--- config.mk ---
export PLATFORM = sky130hd
export DESIGN_NAME = mlpte_walker
export DESIGN_NICKNAME = d
export VERILOG_FILES = /design/src/rtl/mlpte_pkg.sv /design/src/rtl/mlpte_walker.sv
export SDC_FILE = /design/constraint.sdc
export NUM_CORES = 1
export LEC_CHECK = 0
export BUFFER_PORTS_ARGS = -buffer_cell sky130_fd_sc_hd__buf_2
export CAP_MARGIN = 20
export CORE_ASPECT_RATIO = 2
export CORE_MARGIN = 2
export CORE_UTILIZATION = 40
export DETAILED_ROUTE_END_ITERATION = 16
export HOLD_SLACK_MARGIN = 0.02
export PLACE_DENSITY = 0.67
export SLEW_MARGIN = 30
export SYNTH_ARGS = -nofsm -noshare
export SYNTH_HDL_FRONTEND = slang
export SYNTH_SLANG_ARGS = --single-unit
--- constraint.sdc ---
create_clock -name clk -period 5.9 [get_ports clk]
set_clock_uncertainty 0.2 [all_clocks]
set_input_delay 0.295 -clock clk [delete_from_list [all_inputs] [get_ports clk]]
set_output_delay 0.295 -clock clk [all_outputs]
set_load 0.05 [all_outputs]
--- src/rtl/mlpte_pkg.sv ---
// package for the multilevel page table engine: sizes, codes and shared types
package mlpte_pkg;
	localparam int OFFSET_BITS = 12;
	localparam int LEVEL_COUNT = 4;
	localparam int FRAME_COUNT = 256;
	localparam int LVL_BITS = OFFSET_BITS - 3;
	localparam int TBL_ENTRIES = 1 << LVL_BITS;
	localparam int FRAME_W = $clog2(FRAME_COUNT + 1);
	localparam int SLOT_W = $clog2(FRAME_COUNT) + LVL_BITS;
	localparam int LVL_W = (LEVEL_COUNT > 1) ? $clog2(LEVEL_COUNT) : 1;
	localparam int ENTRY_W = 10;
	localparam int VA_W = 48;
	localparam int PA_W = 21;

	localparam logic [1:0] KIND_TRANSLATE = 2'd0;
	localparam logic [1:0] KIND_MAP = 2'd1;
	localparam logic [1:0] KIND_UNMAP = 2'd2;

	localparam logic [1:0] ST_OK = 2'd0;
	localparam logic [1:0] ST_UNMAPPED = 2'd1;
	localparam logic [1:0] ST_NO_FRAMES = 2'd2;

	// request from the sequencer to the entry memory
	typedef struct packed {
		logic rd;
		logic wr;
		logic [SLOT_W-1:0] addr;
		logic [ENTRY_W-1:0] wdata;
	} mem_req_t;

	// frame pool commands and answers
	typedef struct packed {
		logic take;
		logic free;
		logic [FRAME_W-1:0] free_frame;
	} pool_req_t;

	typedef struct packed {
		logic found;
		logic [FRAME_W-1:0] frame;
	} pool_rsp_t;

	// level index of a virtual address, zero where the shift leaves 64 bits
	function automatic logic [LVL_BITS-1:0] level_index(input logic [VA_W-1:0] va,
			input logic [LVL_W-1:0] lvl);
		logic [63:0] wide;
		int sh;
		sh = OFFSET_BITS + int'(lvl) * LVL_BITS;
		wide = {{(64-VA_W){1'b0}}, va};
		if (sh >= 64) begin
			return '0;
		end
		return LVL_BITS'(wide >> sh);
	endfunction

	// frame number of an entry, zero when not valid or out of range
	function automatic logic [FRAME_W-1:0] entry_frame(input logic [ENTRY_W-1:0] e);
		logic [ENTRY_W-2:0] f;
		f = e[ENTRY_W-1:1];
		if (!e[0] || f == '0 || int'(f) > FRAME_COUNT) begin
			return '0;
		end
		return FRAME_W'(f);
	endfunction
endpackage

--- src/rtl/mlpte_walker.sv ---
// walk sequencer: translate, map and unmap through the entry memory
module mlpte_walker
	import mlpte_pkg::*;
(
	input  logic clk,
	input  logic arst_n,
	input  logic valid_in,
	output logic ready_in,
	input  logic [1:0] kind,
	input  logic [VA_W-1:0] vaddr,
	output logic valid_out,
	input  logic ready_out,
	output logic [PA_W-1:0] phys_addr,
	output logic [1:0] status,
	output mem_req_t mreq,
	input  logic [ENTRY_W-1:0] rdata,
	output pool_req_t preq,
	input  pool_rsp_t prsp
);
	typedef enum logic [3:0] {
		IDLE, READ, WAIT, CHECK, TAKE, CLEAR, LINK, UNLEAF, SCAN, SCAN_WAIT,
		SCAN_CHK, UNLINK, DONE
	} state_t;

	state_t state_q;
	logic [1:0] kind_q;
	logic [VA_W-1:0] va_q;
	logic [FRAME_W-1:0] root_q, cur_q, new_q;
	logic [LVL_W-1:0] lvl_q;
	logic [FRAME_W-1:0] tbl_q [LEVEL_COUNT];
	logic [LVL_BITS-1:0] cnt_q;
	logic [1:0] stat_q;
	logic [PA_W-1:0] pa_q;
	logic [LVL_BITS-1:0] idx;
	logic [FRAME_W-1:0] ef;

	assign idx = level_index(va_q, lvl_q);
	assign ef = entry_frame(rdata);
	assign ready_in = (state_q == IDLE);
	assign valid_out = (state_q == DONE);
	assign phys_addr = pa_q;
	assign status = stat_q;

	function automatic logic [SLOT_W-1:0] slot(input logic [FRAME_W-1:0] f,
			input logic [LVL_BITS-1:0] i);
		logic [FRAME_W-1:0] fm;
		fm = f - 1'b1;
		return {fm[SLOT_W-LVL_BITS-1:0], i};
	endfunction

	// memory and pool requests by state
	always_comb begin
		mreq = '0;
		preq = '0;
		unique case (state_q)
			READ: begin
				mreq.rd = 1'b1;
				mreq.addr = slot(cur_q, idx);
			end
			TAKE: preq.take = prsp.found;
			CLEAR: begin
				mreq.wr = 1'b1;
				mreq.addr = slot(new_q, cnt_q);
			end
			LINK: begin
				mreq.wr = (cur_q != '0);
				mreq.addr = slot(cur_q, idx);
				mreq.wdata = {new_q[ENTRY_W-2:0], 1'b1};
			end
			UNLEAF: begin
				mreq.wr = 1'b1;
				mreq.addr = slot(tbl_q[0], level_index(va_q, '0));
				preq.free = 1'b1;
				preq.free_frame = cur_q;
			end
			SCAN: begin
				mreq.rd = 1'b1;
				mreq.addr = slot(tbl_q[lvl_q - 1'b1], cnt_q);
			end
			UNLINK: begin
				mreq.wr = 1'b1;
				mreq.addr = slot(tbl_q[lvl_q], idx);
				preq.free = 1'b1;
				preq.free_frame = tbl_q[lvl_q - 1'b1];
			end
			default: ;
		endcase
	end

	// sequencer
	always_ff @(posedge clk or negedge arst_n) begin
		if (!arst_n) begin
			state_q <= IDLE;
			root_q <= '0;
		end else begin
			unique case (state_q)
				IDLE: if (valid_in) begin
					kind_q <= kind;
					va_q <= vaddr;
					lvl_q <= LVL_W'(LEVEL_COUNT - 1);
					cur_q <= root_q;
					pa_q <= '0;
					stat_q <= ST_OK;
					if (kind == KIND_MAP) begin
						state_q <= (root_q == '0) ? TAKE : READ;
					end else if ((kind == KIND_TRANSLATE || kind == KIND_UNMAP)
							&& root_q != '0) begin
						state_q <= READ;
					end else begin
						stat_q <= ST_UNMAPPED;
						state_q <= DONE;
					end
				end
				READ: begin
					tbl_q[lvl_q] <= cur_q;
					state_q <= WAIT;
				end
				WAIT: state_q <= CHECK;
				CHECK: begin
					if (ef == '0) begin
						if (kind_q == KIND_MAP) begin
							state_q <= TAKE;
						end else begin
							stat_q <= ST_UNMAPPED;
							state_q <= DONE;
						end
					end else begin
						cur_q <= ef;
						if (lvl_q == '0) begin
							if (kind_q == KIND_TRANSLATE) begin
								pa_q <= PA_W'({ef, va_q[OFFSET_BITS-1:0]});
								state_q <= DONE;
							end else if (kind_q == KIND_UNMAP) begin
								state_q <= UNLEAF;
							end else begin
								state_q <= DONE;
							end
						end else begin
							lvl_q <= lvl_q - 1'b1;
							state_q <= READ;
						end
					end
				end
				TAKE: begin
					if (!prsp.found) begin
						stat_q <= ST_NO_FRAMES;
						state_q <= DONE;
					end else begin
						new_q <= prsp.frame;
						cnt_q <= '0;
						state_q <= CLEAR;
					end
				end
				CLEAR: begin
					cnt_q <= cnt_q + 1'b1;
					if (cnt_q == LVL_BITS'(TBL_ENTRIES - 1)) begin
						state_q <= LINK;
					end
				end
				LINK: begin
					if (cur_q == '0) begin
						root_q <= new_q;
						cur_q <= new_q;
						state_q <= READ;
					end else begin
						cur_q <= new_q;
						if (lvl_q == '0) begin
							state_q <= DONE;
						end else begin
							lvl_q <= lvl_q - 1'b1;
							state_q <= READ;
						end
					end
				end
				UNLEAF: begin
					lvl_q <= LVL_W'(1);
					cnt_q <= '0;
					state_q <= (LEVEL_COUNT > 1) ? SCAN : DONE;
				end
				SCAN: state_q <= SCAN_WAIT;
				SCAN_WAIT: state_q <= SCAN_CHK;
				SCAN_CHK: begin
					if (ef != '0) begin
						state_q <= DONE;
					end else if (cnt_q == LVL_BITS'(TBL_ENTRIES - 1)) begin
						state_q <= UNLINK;
					end else begin
						cnt_q <= cnt_q + 1'b1;
						state_q <= SCAN;
					end
				end
				UNLINK: begin
					cnt_q <= '0;
					if (int'(lvl_q) == LEVEL_COUNT - 1) begin
						state_q <= DONE;
					end else begin
						lvl_q <= lvl_q + 1'b1;
						state_q <= SCAN;
					end
				end
				DONE: if (ready_out) begin
					state_q <= IDLE;
				end
				default: state_q <= IDLE;
			endcase
		end
	end
endmodule

Word level (Yosys, flattened, before mapping)

Memories as Yosys holds them, arrays and structs flattened. A register that Yosys moved wholly into a read port is not among the register bits.
Index checks and enable logic that the tools add are counted.

Register bits after elaboration: 115
Bits in writable memories: 36
Bits of input ports: 74
Output and inout port bits: 65
Logic and storage cells: 149
Memories kept: 1

$add $sub $neg: 9
Multipliers: 1
Order comparisons: 2
Equality and inequality tests: 32
Shift-type cells: 1
Mux-type cells: 58
Reductions and logical operators: 35

Memory list:

| memory | words | bits a word | rd ports | clocked after memory_dff | write ports | RTL line           | text |
|---|---|---|---|---|---|---|---|
| tbl_q  | 4     | 9           | 3        | 1                        | 1           | mlpte_walker.sv:30 | `logic [FRAME_W-1:0] tbl_q [LEVEL_COUNT];` |

Operators by type and width:

| cell                                              | count |
|---|---|
| case mux 17 bit (5 select lines)                  | 1 |
| two-way mux 21 bit                                | 4 |
| two-way mux 9 bit                                 | 9 |
| two-way mux 4 bit                                 | 13 |
| case mux 4 bit (13 select lines)                  | 1 |
| right shift 48 x 7 -> 9 bit                       | 1 |
| case mux 21 bit (2 select lines)                  | 1 |
| subtractor 8 x 1 -> 8 bit (second input constant) | 5 |
| zero test 9 bit                                   | 4 |
| case mux 9 bit (4 select lines)                   | 1 |
| case mux 9 bit (3 select lines)                   | 1 |
| nonzero test 9 bit                                | 3 |
| != test 2 bit (second input constant)             | 13 |
| two-way mux 2 bit                                 | 11 |
| == test 4 bit (second input constant)             | 5 |
| case mux 10 bit (2 select lines)                  | 1 |
| AND reduction 6 bit                               | 3 |
| == test 4 x 3 -> 1 bit (second input constant)    | 4 |
| two-way mux 10 bit                                | 1 |
| case mux 2 bit (5 select lines)                   | 1 |
| adder 9 x 1 -> 9 bit (second input constant)      | 1 |
| == test 9 bit (second input constant)             | 1 |
| > comparator 9 bit (second input constant)        | 1 |
| two-way mux 3 bit                                 | 3 |
| 28 further kinds                                  | 49 |

Longest topological paths before layout

Depth after elaboration: 9
Depth in mapped cells: 12
Mapped depth without buffers: 9

Worst setup path after synthesis

OpenSTA, ideal clock, no wires.

Path type: reg2out
Start point: reg lvl_q[0]
End point: out mreq[26] (netlist name)
Arrival time: 4130 ps
Required time: 5405 ps
Setup slack: 1275 ps
Cell stages (with the launch flop): 12
Cells stage by stage: edfxtp_1 > buf_6 > buf_1 > inv_1 > ha_1 > buf_1 > mux4_2 > a22o_1 > a211oi_1 > nand4_1 > or4_1 > a21oi_1

RTL lines:

| item                   | RTL line            | text |
|---|---|---|
| start, declared        | mlpte_walker.sv:29  | `logic [LVL_W-1:0] lvl_q;` |
| start signal, assigned | mlpte_walker.sv:100 | `lvl_q <= LVL_W'(LEVEL_COUNT - 1);` |
| start signal, assigned | mlpte_walker.sv:139 | `lvl_q <= lvl_q - 1'b1;` |
| start signal, assigned | mlpte_walker.sv:170 | `lvl_q <= lvl_q - 1'b1;` |
| end, declared          | mlpte_walker.sv:15  | `output mem_req_t mreq,` |

==> metrics <==
drt wl/cell=21.5 um; Max clock buf depth=2; hold depth=2; path depth of the worst reg2reg path=5; initial antenna violation count=0; Inserted Diodes=0; synthesized area per cell=14.0 sq um; setup repair bufs after CTS=0; critical path's slowest cell=edfxtp_1; CP Max Fanout=13; Final nets=between 800 and 900; sequential-to-total area share from yosys stat=61.0%; Hold Buf Count CTS=62; Synth Flop Type=edfxtp_1; Final ANT Viol Nets=0; Worst EP required=~5400 ps; final hold viol count=0; Synth Register Bits=between 150 and 200; CORE AREA=18200 sq um; CTS Root Buffer Type=clkbuf_16; Total Power=4.11 mW; Die W=100 um; Slew headroom=42.1%; warnings from Yosys=0; DP HPWL=roughly 15000 um; WL final=20400 um; Initial DRT Pass Iterations=5; Die Y=196 um; Peak VDD IR=around 250 uV; worst min path class=in -> reg; Clk Latency, worst-skew pair=420 ps; area grow syn2layout=27.9%; Num CTS Buffers=17; most frequent cells in the layout=138 x edfxtp_1, 138 x buf_2, 62 x dlygate4sd3_1, 25 x nor2_1, 23 x and2_1; highest clock rate=222 MHz; Final GP Congestion=a little under 0.9; # port buffers=138; TritonCTS clock tree=yes; utilization after layout=51.9%; Synth async-reset ratio=8.50%; worst slew pin tran=~870 ps; detailed-route via count=5469; overall routing resource usage=21.1%; syn_nets=roughly 600; Synth cell types=60; Final min period=roughly 4500 ps; largest net degree at the start of global routing=51; drt via density=around 5.8; row cnt=70; CTS H-Tree Depth=4; post-CTS sizing=0; Synth Instances=530; PD cells=435 nW/um^2; RSZ-0062 raised after global routing=no; MaxCap Viol Count=0; number of synthesized flops with an enable pin=138; share of cells above drive strength 1=between 20% and 30%; global-route wire length before repair=31000 um; Slowest Stage Delay on Critical Path=720 ps; setup tns final=0 ps; worst path cell trace=inv_1 > ha_1 > mux4_2 > a22o_1 > a211oi_1 > nand4_1 > or4_1 > a21oi_1 > buf_2; I/O pin count=between 100 and 150; CP Capture Type=primary output; drt drc=0; Worst-path clk slew=about 60 ps; Critical Path Start Type=flip-flop; vias in the first global route=5691; period utilization=76.3%; status=finished, final reports clean; Iter 0 DRT Violations=377; setup violators final=0; final slew viol count=0; clock sink count=153; critical path arrival=4000 ps; Starting Density=40.6%; critical path type=reg -> out; DIE AREA=slightly below 20000 sq um; leak pwr=3.73 nW; Post-Syn Area=7390 sq um; total congestion overflow=0
==> where the power goes <==
part / internal (mW) / switching (mW) / total, mW
Clock: 0.577 / 0.423 / 1.00
Combinational: 0.484 / 1.08 / 1.56
Sequential: 1.37 / 0.190 / 1.55
==> final cells by class <==
class | count | area, sq um
flip-flops and latches | 153 | 4510
clock inverters | 12 | 103
repair buffers | 204 | 1340
multi-input cells | 323 | 2710
clock buffers | 20 | 437
well taps | 216 | 270
inverters | 22 | 82.6
fillers | 1578 | 8760
==> registers in the layout, summed over array words and instances, names as in the netlist, named ones only <==
register,flops
tbl_q,36
lvl_q,2
phys_addr,21
state_q,4
status,2
cur_q,9
cnt_q,9
va_q,48
root_q,9
kind_q,2
new_q,9
==> path summary, 6_finish.rpt <==
check                      startpoint             to  slack, ps
min reg2reg                  va_q[11]  phys_addr[11]        320
max in group asynchronous      arst_n     state_q[2]       4970
min in group asynchronous      arst_n      root_q[8]        170
max                          lvl_q[1]       mreq[26]       1400
min                          rdata[2]  phys_addr[13]         40
max reg2reg                state_q[2]      flip-flop       2500
==> per-layer routing <==
layer | GRT usage [%] | up-vias | wire (um)
li1 | - | 2488 | -
met5 | 0 | - | 0
met4 | 13.1 | 0 | 1120
met3 | 3.24 | 63 | 804
met2 | 40.3 | 213 | 11800
met1 | 20.4 | 2705 | 6750
==> worst max-delay path, delay by kind of cell (launching register included) <==
kind            cells  cell delay [ps]
fa+ha+maj           1              580
mux                 1              380
compound gates      3              770
simple gates        2              710
flops               1              720
buf+inv             2              420
==> metrics by stage <==
step                worst slack (ps)  cell area, sq um  hold slack [ps]  std cells
floorplan                       1280              7390             -201        530
global placement                1870              8250             55.8        856
CTS                             1320              9440             31.0        950
detailed placement              1800              8280             59.9        856
global route                    1120              9460             34.8        950
finish                          1400              9460             41.2        950
==> synth_stat cells, types with 3 or more instances <==
master | number | area (sq um)
edfxtp_1 | 138 | 4140
nor4_1 | 3 | 18.8
nand2_1 | 20 | 75.1
dfrtp_1 | 13 | 325
o22ai_1 | 6 | 37.5
a211oi_1 | 3 | 22.5
mux4_1 | 8 | 210
a211oi_2 | 5 | 62.6
or4bb_1 | 6 | 67.6
nand4b_1 | 6 | 52.6
or4_1 | 3 | 22.5
nor2_1 | 25 | 93.8
and3_1 | 17 | 106
a21oi_1 | 10 | 50.1
xnor2_1 | 10 | 87.6
o21ai_0 | 17 | 85.1
a22o_1 | 15 | 131
a31oi_1 | 8 | 50.1
a22oi_1 | 11 | 82.6
mux2_2 | 11 | 124
and2_1 | 23 | 144
nand2b_1 | 6 | 37.5
nor2b_1 | 6 | 37.5
nor3_1 | 12 | 60.1
a32oi_1 | 3 | 26.3
nand3_1 | 14 | 70.1
clkbuf_1 | 19 | 71.3
buf_1 | 5 | 18.8
mux4_2 | 18 | 405
inv_1 | 22 | 82.6
ha_1 | 7 | 87.6
a211o_1 | 9 | 78.8
nand4_1 | 11 | 68.8
buf_2 | 6 | 30.0
==> logic make-up (layout without fill, tap and decap cells) <==
family                   count (synthesis)  after routing  synth area share [%]
multiplexers                            37             37                  10.0
flip-flops                             153            153                  61.0
adder cells (fa/ha/maj)                  8              8                  1.32
AND/OR/NAND/NOR                        167            167                  13.4
XOR/XNOR                                11             11                  1.30
AO/OA/AOI/OAI                          100            100                  10.0
buffers and inverters                   54            258                  3.05
(Power assumes the default switching activity.)
